**src/psd_pkg.sv**
```systemverilog
// psd_pkg: shared types, command codes and constants of the plot stream decoder.
// No dependencies.
package psd_pkg;

  // Command letters
  localparam logic [7:0] CH_MOVE   = 8'h6d;  // m
  localparam logic [7:0] CH_CONT   = 8'h6e;  // n
  localparam logic [7:0] CH_POINT  = 8'h70;  // p
  localparam logic [7:0] CH_LINE   = 8'h6c;  // l
  localparam logic [7:0] CH_LABEL  = 8'h74;  // t
  localparam logic [7:0] CH_ARC    = 8'h61;  // a
  localparam logic [7:0] CH_CIRCLE = 8'h63;  // c
  localparam logic [7:0] CH_ERASE  = 8'h65;  // e
  localparam logic [7:0] CH_STYLE  = 8'h66;  // f
  localparam logic [7:0] CH_SPACE  = 8'h73;  // s
  localparam logic [7:0] CH_NL     = 8'h0a;

  // Completion codes handed to the datapath (coordinate ones match the parse codes)
  localparam logic [3:0] PC_MOVE    = 4'd0;
  localparam logic [3:0] PC_CONT    = 4'd1;
  localparam logic [3:0] PC_POINT   = 4'd2;
  localparam logic [3:0] PC_LINE    = 4'd3;
  localparam logic [3:0] PC_LCHAR   = 4'd4;
  localparam logic [3:0] PC_ARC     = 4'd5;
  localparam logic [3:0] PC_CIRCLE  = 4'd6;
  localparam logic [3:0] PC_STYLE   = 4'd7;
  localparam logic [3:0] PC_SPACE   = 4'd8;
  localparam logic [3:0] PC_ERASE   = 4'd9;
  localparam logic [3:0] PC_UNKNOWN = 4'd10;
  localparam logic [3:0] PC_LEND    = 4'd11;

  // Result kinds
  localparam logic [3:0] K_LINE    = 4'd0;
  localparam logic [3:0] K_POINT   = 4'd1;
  localparam logic [3:0] K_CIRCLE  = 4'd2;
  localparam logic [3:0] K_ARC     = 4'd3;
  localparam logic [3:0] K_ERASE   = 4'd4;
  localparam logic [3:0] K_LCHAR   = 4'd5;
  localparam logic [3:0] K_LEND    = 4'd6;
  localparam logic [3:0] K_STYLE   = 4'd7;
  localparam logic [3:0] K_UNKNOWN = 4'd8;

  // Per-byte actions
  localparam logic [2:0] ACT_NONE  = 3'd0;
  localparam logic [2:0] ACT_LO    = 3'd1;
  localparam logic [2:0] ACT_HI    = 3'd2;
  localparam logic [2:0] ACT_NCLR  = 3'd3;
  localparam logic [2:0] ACT_NBYTE = 3'd4;

  // Line styles
  localparam logic [1:0] ST_SOLID  = 2'd0;
  localparam logic [1:0] ST_ONOFF  = 2'd1;
  localparam logic [1:0] ST_DOUBLE = 2'd2;

  // Style names
  localparam int NUM_NAMES = 5;
  localparam logic [2:0] NM_SOLID  = 3'd0;
  localparam logic [2:0] NM_DOTTED = 3'd1;
  localparam logic [2:0] NM_SHORT  = 3'd2;
  localparam logic [2:0] NM_LONG   = 3'd3;
  localparam logic [2:0] NM_DOTDSH = 3'd4;

  localparam int CFG_W = 13;
  localparam int OUT_W = 208;

  typedef struct packed {
    logic       take;       // input beat accepted
    logic [2:0] act;
    logic [2:0] idx;        // coordinate slot for ACT_HI
    logic       prep;       // command complete, set up result
    logic [3:0] pcode;
    logic       map_start;
    logic [2:0] slot;
    logic       out_load;
  } dp_cmd_t;

  typedef struct packed {
    logic       emit;
    logic [2:0] nslots;
    logic       map_done;
    logic       out_free;
  } dp_stat_t;

  function automatic logic [3:0] name_len(input logic [2:0] k);
    case (k)
      NM_SOLID:  name_len = 4'd5;
      NM_DOTTED: name_len = 4'd6;
      NM_SHORT:  name_len = 4'd11;
      NM_LONG:   name_len = 4'd10;
      NM_DOTDSH: name_len = 4'd9;
      default:   name_len = 4'd0;
    endcase
  endfunction

  // Character i of style name k (names left aligned, space padded to 11)
  function automatic logic [7:0] name_char(input logic [2:0] k, input logic [3:0] i);
    logic [87:0] s;
    case (k)
      NM_SOLID:  s = "solid      ";
      NM_DOTTED: s = "dotted     ";
      NM_SHORT:  s = "shortdashed";
      NM_LONG:   s = "longdashed ";
      NM_DOTDSH: s = "dotdashed  ";
      default:   s = '0;
    endcase
    if (i > 4'd10) name_char = 8'h00;
    else name_char = s[8*(4'd10 - i) +: 8];
  endfunction

  function automatic logic [3:0] coord_count(input logic [3:0] c);
    case (c)
      PC_LINE, PC_SPACE: coord_count = 4'd4;
      PC_ARC:            coord_count = 4'd6;
      PC_CIRCLE:         coord_count = 4'd3;
      default:           coord_count = 4'd2;
    endcase
  endfunction

endpackage

```
**src/plot_stream_decoder.sv**
```systemverilog
// plot_stream_decoder: top level of the plot command byte stream decoder.
// Instantiates psd_ctrl and psd_dp; uses psd_pkg.
//
// Input channel in_*: one command-stream byte per beat. Output channel out_*:
// one draw primitive per beat, kind on out_tuser. cfg_* writes the screen
// width (index 0) or height (index 1); the user must use it only while the
// block is idle, which the block itself does not enforce. A byte that
// completes nothing is taken while the block stays idle. A byte that
// completes a command with no mapping (erase, style, unknown) passes the
// setup, check and output states before its result is registered. Each
// mapped coordinate goes in turn through the shared mapping unit (issue with
// the multiply, serial divide, hand back): a label byte maps two, a line or circle four, an arc six.
// in_tready is low while a completed command is being set up and mapped; a
// finished result sits in the output register and further bytes that produce
// no result are taken while it waits. If the receiver stalls, the next
// result waits in the sequencer and input stays blocked until the register frees.
// Reset (synchronous, rst_n low) returns to waiting for a command letter,
// clears the window, the current point and the style, and sets both screen
// sizes to 500.
module plot_stream_decoder import psd_pkg::*; #(
  parameter int NAME_MAX = 16
) (
  input  logic             clk,
  input  logic             rst_n,
  input  logic             in_tvalid,
  output logic             in_tready,
  input  logic [7:0]       in_tdata,    // in_byte
  output logic             out_tvalid,
  input  logic             out_tready,
  // x_a, y_a, x_b, y_b, x_c, y_c, text_byte, style, zero_span, zero pad
  output logic [OUT_W-1:0] out_tdata,
  output logic [3:0]       out_tuser,   // kind
  input  logic             cfg_we,
  input  logic             cfg_addr,
  input  logic [CFG_W-1:0] cfg_wdata
);
  dp_cmd_t  cmd;
  dp_stat_t stat;

  psd_ctrl u_ctrl (
    .clk      (clk),
    .rst_n    (rst_n),
    .in_valid (in_tvalid),
    .in_ready (in_tready),
    .in_byte  (in_tdata),
    .cmd      (cmd),
    .stat     (stat)
  );

  psd_dp #(.NAME_MAX(NAME_MAX)) u_dp (
    .clk       (clk),
    .rst_n     (rst_n),
    .cmd       (cmd),
    .stat      (stat),
    .in_byte   (in_tdata),
    .cfg_we    (cfg_we),
    .cfg_addr  (cfg_addr),
    .cfg_wdata (cfg_wdata),
    .out_valid (out_tvalid),
    .out_ready (out_tready),
    .out_data  (out_tdata),
    .out_kind  (out_tuser)
  );
endmodule

```
**src/psd_map.sv**
```systemverilog
// psd_map: maps one coordinate to pixels, trunc(num*mul/span).
// A multiply step, then a restoring divider retiring one quotient bit a cycle. Uses psd_pkg.
module psd_map import psd_pkg::*; (
  input  logic               clk,
  input  logic               rst_n,
  input  logic               start,
  input  logic signed [16:0] num,
  input  logic [CFG_W-1:0]   mul,
  input  logic signed [17:0] span,
  output logic               done,
  output logic [31:0]        quo,
  output logic               zf
);
  logic        busy_r, busy_nxt, done_r, done_nxt;
  logic [4:0]  cnt_r, cnt_nxt;
  logic [29:0] dvd_r, dvd_nxt;
  logic [16:0] rem_r, rem_nxt, dsr_r, dsr_nxt;
  logic        neg_r, neg_nxt, zf_r, zf_nxt;
  logic [16:0] num_mag;
  logic [17:0] span_mag, trial;
  logic [31:0] q32;

  assign num_mag  = num[16] ? 17'(-num) : 17'(num);
  assign span_mag = span[17] ? 18'(-span) : 18'(span);
  assign trial    = {rem_r, dvd_r[29]};

  // Control and divide step
  always_comb begin
    busy_nxt = busy_r;
    done_nxt = 1'b0;
    cnt_nxt  = cnt_r;
    dvd_nxt  = dvd_r;
    rem_nxt  = rem_r;
    dsr_nxt  = dsr_r;
    neg_nxt  = neg_r;
    zf_nxt   = zf_r;
    if (start) begin
      neg_nxt = num[16] ^ span[17];
      rem_nxt = '0;
      dsr_nxt = span_mag[16:0];
      cnt_nxt = 5'd29;
      if (span == '0) begin
        zf_nxt   = 1'b1;
        dvd_nxt  = '0;
        done_nxt = 1'b1;
      end else begin
        zf_nxt   = 1'b0;
        dvd_nxt  = 30'(num_mag * mul);
        busy_nxt = 1'b1;
      end
    end else if (busy_r) begin
      if (trial >= {1'b0, dsr_r}) begin
        rem_nxt = 17'(trial - {1'b0, dsr_r});
        dvd_nxt = {dvd_r[28:0], 1'b1};
      end else begin
        rem_nxt = trial[16:0];
        dvd_nxt = {dvd_r[28:0], 1'b0};
      end
      cnt_nxt = cnt_r - 5'd1;
      if (cnt_r == 5'd0) begin
        busy_nxt = 1'b0;
        done_nxt = 1'b1;
      end
    end
  end

  always_ff @(posedge clk) begin
    if (!rst_n) begin
      busy_r <= 1'b0;
      done_r <= 1'b0;
    end else begin
      busy_r <= busy_nxt;
      done_r <= done_nxt;
    end
    cnt_r <= cnt_nxt;
    dvd_r <= dvd_nxt;
    rem_r <= rem_nxt;
    dsr_r <= dsr_nxt;
    neg_r <= neg_nxt;
    zf_r  <= zf_nxt;
  end

  assign q32  = {2'b00, dvd_r};
  assign quo  = neg_r ? 32'(-q32) : q32;
  assign done = done_r;
  assign zf   = zf_r;
endmodule

```
**src/psd_dp.sv**
```systemverilog
// psd_dp: datapath: coordinate store, plot state, style name matcher, mapping unit, output register.
// Driven by psd_ctrl through dp_cmd_t. Uses psd_pkg and psd_map.
module psd_dp import psd_pkg::*; #(
  parameter int NAME_MAX = 16
) (
  input  logic             clk,
  input  logic             rst_n,
  input  dp_cmd_t          cmd,
  output dp_stat_t         stat,
  input  logic [7:0]       in_byte,
  input  logic             cfg_we,
  input  logic             cfg_addr,
  input  logic [CFG_W-1:0] cfg_wdata,
  output logic             out_valid,
  input  logic             out_ready,
  output logic [OUT_W-1:0] out_data,
  output logic [3:0]       out_kind
);
  localparam int LW = $clog2(NAME_MAX + 2);

  logic [CFG_W-1:0]   width_r, height_r;
  logic [7:0]         lo_r, byte_r, text_r;
  logic signed [15:0] c_r [6];
  logic signed [15:0] cur_x_r, cur_y_r, xmin_r, ymax_r;
  logic signed [17:0] span_x_r, span_y_r;
  logic               win_r;
  logic [1:0]         style_r;
  logic [LW-1:0]      nlen_r;
  logic [NUM_NAMES-1:0] match_r;
  logic signed [16:0] ops_r [6];
  logic [31:0]        v_r [6];
  logic               zf_r, emit_r;
  logic [2:0]         nslots_r;
  logic [3:0]         kind_r;
  logic               ovalid_r;
  logic [OUT_W-1:0]   odata_r;
  logic [3:0]         okind_r;
  logic               map_done, map_zf;
  logic [31:0]        map_quo;

  function automatic logic signed [16:0] dx(input logic signed [15:0] a,
                                            input logic signed [15:0] b);
    dx = 17'({a[15], a} - {b[15], b});
  endfunction

  // Configuration registers
  always_ff @(posedge clk) begin
    if (!rst_n) begin
      width_r  <= CFG_W'(500);
      height_r <= CFG_W'(500);
    end else if (cfg_we) begin
      if (cfg_addr) height_r <= cfg_wdata;
      else width_r <= cfg_wdata;
    end
  end

  // Per-beat capture: coordinate bytes and style name matching
  always_ff @(posedge clk) begin
    if (!rst_n) begin
      lo_r    <= '0;
      nlen_r  <= '0;
      match_r <= '0;
    end else if (cmd.take) begin
      case (cmd.act)
        ACT_LO:   lo_r <= in_byte;
        ACT_NCLR: begin
          nlen_r  <= '0;
          match_r <= '1;
        end
        ACT_NBYTE: begin
          if (nlen_r < LW'(NAME_MAX)) begin
            for (int k = 0; k < NUM_NAMES; k++) begin
              match_r[k] <= match_r[k] && ({{(LW-4){1'b0}}, name_len(3'(k))} > nlen_r)
                            && (in_byte == name_char(3'(k), nlen_r[3:0]));
            end
            nlen_r <= nlen_r + LW'(1);
          end else begin
            nlen_r  <= LW'(NAME_MAX + 1);
            match_r <= '0;
          end
        end
        default: ;
      endcase
    end
  end

  always_ff @(posedge clk) begin
    if (cmd.take) begin
      byte_r <= in_byte;
      if (cmd.act == ACT_HI) c_r[cmd.idx] <= {in_byte, lo_r};
    end
  end

  // Command setup: plot state update, result kind and number of mapped slots
  always_ff @(posedge clk) begin
    if (!rst_n) begin
      cur_x_r  <= '0;
      cur_y_r  <= '0;
      xmin_r   <= '0;
      ymax_r   <= '0;
      span_x_r <= '0;
      span_y_r <= '0;
      win_r    <= 1'b0;
      style_r  <= ST_SOLID;
      emit_r   <= 1'b0;
      nslots_r <= '0;
      kind_r   <= K_LINE;
      zf_r     <= 1'b0;
    end else if (cmd.prep) begin
      emit_r   <= 1'b0;
      nslots_r <= 3'd0;
      zf_r     <= 1'b0;
      case (cmd.pcode)
        PC_MOVE: begin
          cur_x_r <= c_r[0];
          cur_y_r <= c_r[1];
        end
        PC_CONT: begin
          cur_x_r  <= c_r[0];
          cur_y_r  <= c_r[1];
          emit_r   <= win_r;
          nslots_r <= 3'd4;
          kind_r   <= K_LINE;
        end
        PC_POINT: begin
          cur_x_r  <= c_r[0];
          cur_y_r  <= c_r[1];
          emit_r   <= win_r;
          nslots_r <= 3'd2;
          kind_r   <= K_POINT;
        end
        PC_LINE: begin
          cur_x_r  <= c_r[2];
          cur_y_r  <= c_r[3];
          emit_r   <= win_r;
          nslots_r <= 3'd4;
          kind_r   <= K_LINE;
        end
        PC_ARC: begin
          emit_r   <= win_r;
          nslots_r <= 3'd6;
          kind_r   <= K_ARC;
        end
        PC_CIRCLE: begin
          emit_r   <= win_r;
          nslots_r <= 3'd4;
          kind_r   <= K_CIRCLE;
        end
        PC_LCHAR, PC_LEND: begin
          emit_r   <= 1'b1;
          nslots_r <= 3'd2;
          kind_r   <= (cmd.pcode == PC_LEND) ? K_LEND : K_LCHAR;
        end
        PC_STYLE: begin
          emit_r <= 1'b1;
          kind_r <= K_STYLE;
          if (match_r[NM_SOLID] && nlen_r == LW'(5)) style_r <= ST_SOLID;
          else if ((match_r[NM_DOTTED] && nlen_r == LW'(6)) ||
                   (match_r[NM_SHORT] && nlen_r == LW'(11))) style_r <= ST_ONOFF;
          else if ((match_r[NM_LONG] && nlen_r == LW'(10)) ||
                   (match_r[NM_DOTDSH] && nlen_r == LW'(9))) style_r <= ST_DOUBLE;
        end
        PC_SPACE: begin
          win_r    <= 1'b1;
          xmin_r   <= c_r[0];
          ymax_r   <= c_r[3];
          span_x_r <= 18'({{2{c_r[2][15]}}, c_r[2]} + 18'sd1 - {{2{c_r[0][15]}}, c_r[0]});
          span_y_r <= 18'({{2{c_r[3][15]}}, c_r[3]} + 18'sd1 - {{2{c_r[1][15]}}, c_r[1]});
        end
        PC_ERASE: begin
          emit_r <= 1'b1;
          kind_r <= K_ERASE;
        end
        PC_UNKNOWN: begin
          emit_r <= 1'b1;
          kind_r <= K_UNKNOWN;
        end
        default: ;
      endcase
    end else if (map_done) begin
      zf_r <= zf_r | map_zf;
    end
  end

  // Operands, text and result slots
  always_ff @(posedge clk) begin
    if (cmd.prep) begin
      text_r <= (cmd.pcode == PC_LCHAR || cmd.pcode == PC_UNKNOWN) ? byte_r : 8'h00;
      for (int i = 0; i < 6; i++) v_r[i] <= '0;
      ops_r[4] <= dx(c_r[4], xmin_r);
      ops_r[5] <= dx(ymax_r, c_r[5]);
      case (cmd.pcode)
        PC_CONT: begin
          ops_r[0] <= dx(cur_x_r, xmin_r);
          ops_r[1] <= dx(ymax_r, cur_y_r);
          ops_r[2] <= dx(c_r[0], xmin_r);
          ops_r[3] <= dx(ymax_r, c_r[1]);
        end
        PC_LCHAR, PC_LEND: begin
          ops_r[0] <= dx(cur_x_r, xmin_r);
          ops_r[1] <= dx(ymax_r, cur_y_r);
          ops_r[2] <= '0;
          ops_r[3] <= '0;
        end
        PC_CIRCLE: begin
          ops_r[0] <= dx(c_r[0], xmin_r);
          ops_r[1] <= dx(ymax_r, c_r[1]);
          ops_r[2] <= 17'(c_r[2]);
          ops_r[3] <= 17'(c_r[2]);
        end
        default: begin
          ops_r[0] <= dx(c_r[0], xmin_r);
          ops_r[1] <= dx(ymax_r, c_r[1]);
          ops_r[2] <= dx(c_r[2], xmin_r);
          ops_r[3] <= dx(ymax_r, c_r[3]);
        end
      endcase
    end else if (map_done) begin
      v_r[cmd.slot] <= map_quo;
    end
  end

  // Mapping unit: odd slots are y
  psd_map u_map (
    .clk   (clk),
    .rst_n (rst_n),
    .start (cmd.map_start),
    .num   (ops_r[cmd.slot]),
    .mul   (cmd.slot[0] ? height_r : width_r),
    .span  (cmd.slot[0] ? span_y_r : span_x_r),
    .done  (map_done),
    .quo   (map_quo),
    .zf    (map_zf)
  );

  // Output register
  always_ff @(posedge clk) begin
    if (!rst_n) ovalid_r <= 1'b0;
    else if (cmd.out_load) ovalid_r <= 1'b1;
    else if (out_ready) ovalid_r <= 1'b0;
  end

  always_ff @(posedge clk) begin
    if (cmd.out_load) begin
      odata_r <= {5'b0, zf_r, style_r, text_r, v_r[5], v_r[4], v_r[3], v_r[2], v_r[1], v_r[0]};
      okind_r <= kind_r;
    end
  end

  assign out_valid     = ovalid_r;
  assign out_data      = odata_r;
  assign out_kind      = okind_r;
  assign stat.emit     = emit_r;
  assign stat.nslots   = nslots_r;
  assign stat.map_done = map_done;
  assign stat.out_free = !ovalid_r || out_ready;
endmodule

```
**src/psd_ctrl.sv**
```systemverilog
// psd_ctrl: byte parser and result sequencer of the plot stream decoder.
// Issues dp_cmd_t to psd_dp and reads dp_stat_t back. Uses psd_pkg.
module psd_ctrl import psd_pkg::*; (
  input  logic       clk,
  input  logic       rst_n,
  input  logic       in_valid,
  output logic       in_ready,
  input  logic [7:0] in_byte,
  output dp_cmd_t    cmd,
  input  dp_stat_t   stat
);
  localparam logic [2:0] S_IDLE = 3'd0;
  localparam logic [2:0] S_PREP = 3'd1;
  localparam logic [2:0] S_CHK  = 3'd2;
  localparam logic [2:0] S_MAP  = 3'd3;
  localparam logic [2:0] S_WAIT = 3'd4;
  localparam logic [2:0] S_OUT  = 3'd5;

  localparam logic [1:0] PH_LETTER = 2'd0;
  localparam logic [1:0] PH_COORD  = 2'd1;
  localparam logic [1:0] PH_TEXT   = 2'd2;

  logic [2:0] state_r, state_nxt;
  logic [1:0] phase_r, phase_nxt;
  logic [3:0] pend_r, pend_nxt, pcode_r, pcode_nxt;
  logic [3:0] cnt_r, cnt_nxt;
  logic [2:0] slot_r, slot_nxt;
  logic       take;
  logic [3:0] ncoord;

  assign in_ready = (state_r == S_IDLE);
  assign take     = in_valid && in_ready;
  assign ncoord   = coord_count(pend_r);

  always_comb begin
    state_nxt = state_r;
    phase_nxt = phase_r;
    pend_nxt  = pend_r;
    pcode_nxt = pcode_r;
    cnt_nxt   = cnt_r;
    slot_nxt  = slot_r;
    cmd       = '0;
    cmd.take  = take;
    cmd.idx   = cnt_r[3:1];
    cmd.pcode = pcode_r;
    cmd.slot  = slot_r;
    case (state_r)
      // Parse one beat
      S_IDLE: begin
        if (take) begin
          case (phase_r)
            PH_LETTER: begin
              cnt_nxt = '0;
              case (in_byte)
                CH_ERASE: begin pcode_nxt = PC_ERASE; state_nxt = S_PREP; end
                CH_LABEL: begin pend_nxt = PC_LCHAR; phase_nxt = PH_TEXT; end
                CH_STYLE: begin
                  pend_nxt  = PC_STYLE;
                  phase_nxt = PH_TEXT;
                  cmd.act   = ACT_NCLR;
                end
                CH_MOVE:   begin pend_nxt = PC_MOVE;   phase_nxt = PH_COORD; end
                CH_CONT:   begin pend_nxt = PC_CONT;   phase_nxt = PH_COORD; end
                CH_POINT:  begin pend_nxt = PC_POINT;  phase_nxt = PH_COORD; end
                CH_LINE:   begin pend_nxt = PC_LINE;   phase_nxt = PH_COORD; end
                CH_ARC:    begin pend_nxt = PC_ARC;    phase_nxt = PH_COORD; end
                CH_CIRCLE: begin pend_nxt = PC_CIRCLE; phase_nxt = PH_COORD; end
                CH_SPACE:  begin pend_nxt = PC_SPACE;  phase_nxt = PH_COORD; end
                default:   begin pcode_nxt = PC_UNKNOWN; state_nxt = S_PREP; end
              endcase
            end
            PH_TEXT: begin
              if (pend_r == PC_LCHAR) begin
                state_nxt = S_PREP;
                if (in_byte == CH_NL) begin
                  pcode_nxt = PC_LEND;
                  phase_nxt = PH_LETTER;
                end else begin
                  pcode_nxt = PC_LCHAR;
                end
              end else if (in_byte == CH_NL) begin
                pcode_nxt = PC_STYLE;
                phase_nxt = PH_LETTER;
                state_nxt = S_PREP;
              end else begin
                cmd.act = ACT_NBYTE;
              end
            end
            default: begin
              cmd.act = cnt_r[0] ? ACT_HI : ACT_LO;
              cnt_nxt = cnt_r + 4'd1;
              if (cnt_nxt == {ncoord[2:0], 1'b0}) begin
                cnt_nxt   = '0;
                phase_nxt = PH_LETTER;
                pcode_nxt = pend_r;
                state_nxt = S_PREP;
              end
            end
          endcase
        end
      end
      S_PREP: begin
        cmd.prep  = 1'b1;
        state_nxt = S_CHK;
      end
      S_CHK: begin
        slot_nxt = '0;
        if (!stat.emit) state_nxt = S_IDLE;
        else if (stat.nslots == 3'd0) state_nxt = S_OUT;
        else state_nxt = S_MAP;
      end
      S_MAP: begin
        cmd.map_start = 1'b1;
        state_nxt     = S_WAIT;
      end
      S_WAIT: begin
        if (stat.map_done) begin
          if (slot_r + 3'd1 == stat.nslots) begin
            state_nxt = S_OUT;
          end else begin
            slot_nxt  = slot_r + 3'd1;
            state_nxt = S_MAP;
          end
        end
      end
      S_OUT: begin
        if (stat.out_free) begin
          cmd.out_load = 1'b1;
          state_nxt    = S_IDLE;
        end
      end
      default: state_nxt = S_IDLE;
    endcase
  end

  always_ff @(posedge clk) begin
    if (!rst_n) begin
      state_r <= S_IDLE;
      phase_r <= PH_LETTER;
      pend_r  <= PC_MOVE;
      pcode_r <= PC_MOVE;
      cnt_r   <= '0;
      slot_r  <= '0;
    end else begin
      state_r <= state_nxt;
      phase_r <= phase_nxt;
      pend_r  <= pend_nxt;
      pcode_r <= pcode_nxt;
      cnt_r   <= cnt_nxt;
      slot_r  <= slot_nxt;
    end
  end
endmodule

```
**config.mk**
```make
export PLATFORM = sky130hd
export DESIGN_NAME = plot_stream_decoder
export DESIGN_NICKNAME = d
export VERILOG_FILES = /design/src/psd_pkg.sv /design/src/plot_stream_decoder.sv /design/src/psd_map.sv /design/src/psd_dp.sv /design/src/psd_ctrl.sv
export SDC_FILE = /design/constraint.sdc
export NUM_CORES = 2
export LEC_CHECK = 0
export BUFFER_PORTS_ARGS = -buffer_cell sky130_fd_sc_hd__buf_4
export CORE_AREA = 2 2 292 294
export DETAILED_ROUTE_END_ITERATION = 16
export DIE_AREA = 0 0 294 296
export GPL_ROUTABILITY_DRIVEN = 0
export PLACE_DENSITY = 0.88
export RECOVER_POWER = 50
export SLEW_MARGIN = 20
export SYNTH_ARGS = -nofsm -noshare
export SYNTH_HDL_FRONTEND = slang
export SYNTH_SLANG_ARGS = --single-unit
```
**constraint.sdc**
```tcl
create_clock -name clk -period 22.5 [get_ports clk]
set_input_delay 4.5 -clock clk [delete_from_list [all_inputs] [get_ports clk]]
set_output_delay 4.5 -clock clk [all_outputs]
set_load 0.05 [all_outputs]
```
== Word-level counts from Yosys, hierarchy flattened ==
Memories as Yosys holds them, arrays and structs flattened. A register that Yosys moved wholly into a read port is not among the register bits.
Cells that the tools add are included.

* $lt $le $gt $ge: 8
* Mux-type cells: 175
* Reductions and logical operators: 64
* $mul: 1
* Eq/ne operators: 61
* Add/subtract/negate cells: 21
* Bitwise operators: 17
* Shift operators: 5

{| class="wikitable"
|+ Operators by type and width
! kind !! number
|-
| two-way mux 88 bit || 20
|-
| variable part select 88 x 33 -> 8 bit || 5
|-
| two-way mux 17 bit || 15
|-
| two-way mux 8 bit || 25
|-
| subtractor 16 x 16 -> 17 bit || 8
|-
| two-way mux 4 bit || 25
|-
| two-way mux 30 bit || 3
|-
| == test 8 x 7 -> 1 bit (second input constant) || 10
|-
| two-way mux 32 bit || 2
|-
| one-hot mux 16 bit (2 select lines) || 2
|-
| two-way mux 3 bit || 19
|-
| == test 8 bit || 5
|-
| two-way mux 1 bit || 36
|-
| one-hot mux 4 bit (9 select lines) || 1
|-
| subtractor 17 x 16 -> 18 bit || 2
|-
| adder 16 x 2 -> 17 bit (second input constant) || 2
|-
| negation 17 bit || 2
|-
| negation 30 -> 32 bit || 1
|-
| one-hot mux 4 bit (8 select lines) || 1
|-
| OR reduction 32 bit || 1
|-
| multiplier 17 x 13 -> 30 bit || 1
|-
| == test 4 x 3 -> 1 bit (second input constant) || 7
|-
| > comparator 4 x 5 -> 1 bit || 5
|-
| one-hot mux 4 bit (2 select lines) || 3
|-
| 62 further kinds || 151
|}

* Logic and storage cells: 391
* Bits in writable memories: 390
* Register bits: 473
* Output and inout port bits: 214
* Memories kept: 3
* Input port bits: 27

{| class="wikitable"
|+ Memories
! memory !! words !! width !! rd ports !! clocked after Yosys merged registers in !! write ports !! line !! source
|-
| u_dp.v_r || 6 || 32 || 6 || 6 || 6 || psd_dp.sv:31 || <nowiki>logic [31:0] v_r [6];</nowiki>
|-
| u_dp.ops_r || 6 || 17 || 1 || 1 || 6 || psd_dp.sv:30 || <nowiki>logic signed [16:0] ops_r [6];</nowiki>
|-
| u_dp.c_r || 6 || 16 || 6 || 0 || 1 || psd_dp.sv:23 || <nowiki>logic signed [15:0] c_r [6];</nowiki>
|}

== Depth between registers and ports, before layout ==
* Depth after elaboration: 20
* Gate-level depth with buffers: 33
* Mapped depth without buffers: 28

== Hierarchy ==
From an unflattened synthesis, not the netlist that was laid out.

* Cells, all modules: 4814
* Area total of the unflattened synthesis: 50333.3 µm²

{| class="wikitable"
|+ By module, submodules not included
! module !! area an instance (µm²) !! cells an instance !! seq. area each (µm²) !! times used
|-
| psd_dp || 36257.3 || 3161 || 21530.6 || 1
|-
| psd_map || 12470.7 || 1447 || 1951.9 || 1
|-
| psd_ctrl || 1605.3 || 206 || 400.4 || 1
|}

== Worst setup path after synthesis ==
OpenSTA, ideal clock, no wires.

* Kind: input to register
* From: input port out_tready
* To: register u_dp.odata_r[0], in the netlist out_tdata[0], read port of u_dp.v_r, enable pin
* Setup time: 0.777 ns
* Setup slack: 8.574 ns
* Data required time: 21.723 ns
* Stages on the path: 2
* Path buffers: 0
* Data arrival time: 13.149 ns
* Cells stage by stage: nor2b_1 nor2_1

{| class="wikitable"
|+ RTL lines
! item !! line !! source
|-
| from (decl) || plot_stream_decoder.sv:29 || <nowiki>input logic out_tready,</nowiki>
|-
| to (decl) || psd_dp.sv:36 || <nowiki>logic [OUT_W-1:0] odata_r;</nowiki>
|}

== Final worst setup path ==
* From: register u_ctrl.slot_r[0]
* To: register u_dp.u_map.dvd_r[29] (data pin)

* Cells in the longest elaborated chain, start to end: 4
* Elaborated cells between the ends (all ways): 6
* Classes of those cells: 1 x mul; 4 x mux; 1 x reduce/logical

{| class="wikitable"
|+ RTL lines
! item !! line !! source
|-
| from (decl) || psd_ctrl.sv:27 || <nowiki>logic [2:0] slot_r, slot_nxt;</nowiki>
|-
| from (signal assigned) || psd_ctrl.sv:150 || <nowiki>slot_r <= slot_nxt;</nowiki>
|-
| two-way mux 13 bit or two-way mux 18 bit (tied branches) || psd_dp.sv:229, psd_dp.sv:230 ||
|-
| multiplier 17 x 13 -> 30 bit or logical NOT 18 bit (tied branches) || psd_map.sv:48, psd_map.sv:42 ||
|-
| two-way mux 30 bit (*) || psd_map.sv:42 || <nowiki>if (span == '0) begin</nowiki>
|-
| two-way mux 30 bit (*) || psd_map.sv:37 || <nowiki>if (start) begin</nowiki>
|-
| net u_dp.u_map.dvd_nxt[29] || psd_map.sv:16 || <nowiki>logic [29:0] dvd_r, dvd_nxt;</nowiki>
|-
| to (signal assigned) || psd_map.sv:76 || <nowiki>dvd_r <= dvd_nxt;</nowiki>
|-
| to (decl) || psd_map.sv:16 ||
|}

Mark *: on every way through the listed nets, which the timed path passes. The rest lies on a longest branch.
A chain may end at the register's enable or synchronous reset.

==> results.cfg <==
[global_route]
grt_pass1_wl_um = 200000
grt_use_total_pct = 29.4
antenna_found_initial = 1
gr-total-overflow = 0
grt_max_degree = 186
grt_pass1_vias = 36800

[power]
leakage_nw = 22.1
irDropWorstVdd_v = 0.000293
p_per_area_mw_per_mm2 = 133

[synthesis]
syn_area_mm2 = 0.0498
seq_area_frac_synth_pct = 48.1
netlist_instances = 4721
synth-edff-count = 662
ys_warn_count = 0
synth-seq-cells = 865
synth_cell_types = 88
dominantRegCellSynth = edfxtp_1
postSynth.asyncResetShare_pct = 0
syn_avg_cell_area_um2 = 10.5

[die]
start_util_pct = 59.1
die_area_mm2 = 0.0870
core_area_mm2 = 0.0842
die_h_um = 296
ioPinCount = 241
num_rows = 107
fp.dieW_um = 294

[worst_hold_path]
hold_class = reg2reg
min_delay_path_depth = 0

[worst_setup_path]
worst-setup-path-type = reg2reg
r2r-start = u_ctrl.slot_r[0]
path_max_fanout = 55
r2r_setup_slack_ns = 12.85
setup.worst_path.start = u_ctrl.slot_r[0]
worstRegToRegCells = 20
endpoint = u_dp.u_map.dvd_r[29]
timing.critical_path.required_ns = 22.90
arrival_ns = 10.05
rr_endpoint = u_dp.u_map.dvd_r[29]
start_kind = flip-flop
cp-end-kind = flip-flop

[placement]
dpl.cell_count = 5894
port_buffers = 235
dp_hpwl_um = 89900
dp_slack_ns = 13.24

[finish]
final_cell_mix = 662 x edfxtp_1, 546 x nand2_1, 453 x nor2_1, 435 x inv_1, 293 x ha_1
fillers = 5917
nets = 5387
fin_cells = 6054
finish.utilization_pct = 65.8
layout_commonest_cell = edfxtp_1
syn2layout_area_growth_pct = 11.2
drive_gt1_share_pct = 9.61

[detailed_routing]
route.vias.total = 37100
wl_um = 130000
post-route-drc-count = 0
viasPerCell = 6.13
drtIter0Drc = 4370
drtAntennaViolNets = 0
post_drt_wl_per_cell_um = 21.4
first_pass_iters = 6

[clocking]
cts_hold_buf = 0
clock_latency_ns = 0.66
clk_pin_slew_ns = 0.07
post-cts-setup-buffers = 0
cts_tree = built
cts_sinks = 865
cts-root-buf = clkbuf_16
cts_buffer_depth = 3
cts_inserted_buffers = 85
postCtsResizedCells = 0
h-tree-depth = 3

[sta]
tightest_slew_ns = 3.95
max-slew-margin-rel_pct = -164
fin_setup_tns_ns = 0
fin_crit_ns = 9.65
finalHoldViolations = 0
slew_viol_final = 688
clock_skew_ns = 0.0276
hold-worst-slack_ns = 0.408
fin_crit_sh_pct = 42.9
setup_viol = 0
max_freq_ghz = 0.104
rsz0062_at_grt = false
setup_ws_ns = 12.85

[outcome]
violations = capacitance limit, slew limit
status = finished with violations

[run]
max-cap-violations = 18
==> layout make-up <==
cell class                      count  area (um2)  area share, %
Antenna cell                        2        5.00        0.00904
Tap cell                         1090        1360           2.46
Clock inverter                     46         542          0.978
Clock buffer                      112        2300           4.16
Multi-Input combinational cell   3221       23500           42.5
Inverter                          439        1650           2.98
Sequential cell                   865       23900           43.2
Timing Repair Buffer              279        2030           3.67
==> sequential cells by signal, indices dropped and copies added, names as in the netlist, 13 cells and up, named ones only <==
register and count:
u_dp.v_r 192, out_tdata 161, u_dp.ops_r 102, u_dp.c_r 96
u_dp.out_data 42, u_dp.u_map.dvd_r 30, u_dp.span_x_r 18, u_dp.span_y_r 18
u_dp.u_map.dsr_r 17, u_dp.u_map.rem_r 17, u_dp.cur_x_r 16, u_dp.cur_y_r 16
u_dp.xmin_r 16, u_dp.ymax_r 16, u_dp.height_r 13, u_dp.width_r 13
==> synth_stat cells (40+ instances only) <==
library cell | number | share of area (%)
ha_1 | 293 | 7.4
a21boi_0 | 86 | 1.3
nand3_1 | 60 | 0.60
xor2_1 | 87 | 1.5
o21a_1 | 40 | 0.60
nor3_1 | 96 | 0.96
dfxtp_1 | 203 | 8.2
a21oi_1 | 211 | 2.1
o21ai_0 | 199 | 2.0
o211ai_1 | 40 | 0.60
clkbuf_1 | 165 | 1.2
xnor2_1 | 179 | 3.1
edfxtp_1 | 662 | 40
nor2_1 | 456 | 3.4
and2_1 | 52 | 0.65
fa_1 | 176 | 7.1
nand2b_1 | 62 | 0.78
nand2_1 | 545 | 4.1
nor2b_1 | 72 | 0.90
mux2i_1 | 54 | 1.1
inv_1 | 437 | 3.3
==> metrics by stage <==
| stage | total power [mW] | area, um2 |
|---|---|---|
| 5_1_grt | 7.94 | 55400 |
| 2_1_floorplan | 5.02 | 49800 |
| 4_1_cts | 7.33 | 55400 |
| 3_5_place_dp | 5.86 | 52600 |
| 6_report | 7.38 | 55400 |
| 3_3_place_gp | 5.65 | 52600 |
==> cells by family (layout without fill, tap and decap cells) <==
| kind of cell | after synthesis | in the layout | share of synthesized area, % |
|---|---|---|---|
| DFF | 865 | 865 | 48.1 |
| muxes | 87 | 87 | 2.22 |
| and+or+nand+nor | 1474 | 1474 | 13.3 |
| other | 1 | 7 | 0.00753 |
| AOI/OAI and AO/OA | 919 | 919 | 12.3 |
| adders and majority gates | 469 | 469 | 14.4 |
| buffers and inverters | 639 | 876 | 4.95 |
| xor gates and xnor gates | 267 | 267 | 4.71 |
==> worst max-delay path, cell delays in order, from the launching register on <==
cell	delay, ns
dfxtp_1	0.84
clkbuf_1	2.22
mux2i_1	0.97
nor2_1	0.39
fa_1	0.46
fa_1	0.47
fa_1	0.53
fa_1	0.57
inv_1	0.06
fa_1	0.52
inv_1	0.04
ha_1	0.35
a21o_1	0.20
a31o_2	0.22
a221oi_1	0.32
o21ai_0	0.16
a41o_1	0.23
o41a_1	0.35
a31oi_1	0.21
xnor2_1	0.09
a22o_1	0.19
==> power by group <==
group / total [mW] / leakage (nW) / internal [mW] / switching [mW]
registers: 1.88 / 7.68 / 1.83 / 0.0493
clock network: 1.47 / 1.38 / 0.835 / 0.637
logic: 4.02 / 13.1 / 1.63 / 2.39
total: 7.38 / 22.1 / 4.30 / 3.08
==> layer usage <==
layer | part of all wire (%) | track usage [%]
met1 | 37 | 36.3
met3 | 11 | 6.05
met5 | 0 | 0
met2 | 48 | 50.6
met4 | 3.9 | 11.9
==> worst min path at each step <==
stage | endpoint | startpoint | slack [ns]
after detailed placement | out_tdata[117] | u_dp.v_r[3][21] | 0.40
after CTS | out_tdata[78] | u_dp.v_r[2][14] | 0.41
after global routing | out_tdata[81] | u_dp.v_r[2][17] | 0.41
after global placement | out_tdata[76] | u_dp.v_r[2][12] | 0.40
final | out_tdata[81] | u_dp.v_r[2][17] | 0.41
after floorplan | out_tdata[0] | u_dp.v_r[0][0] | 0.40
Power figures use the tool's default switching activity.
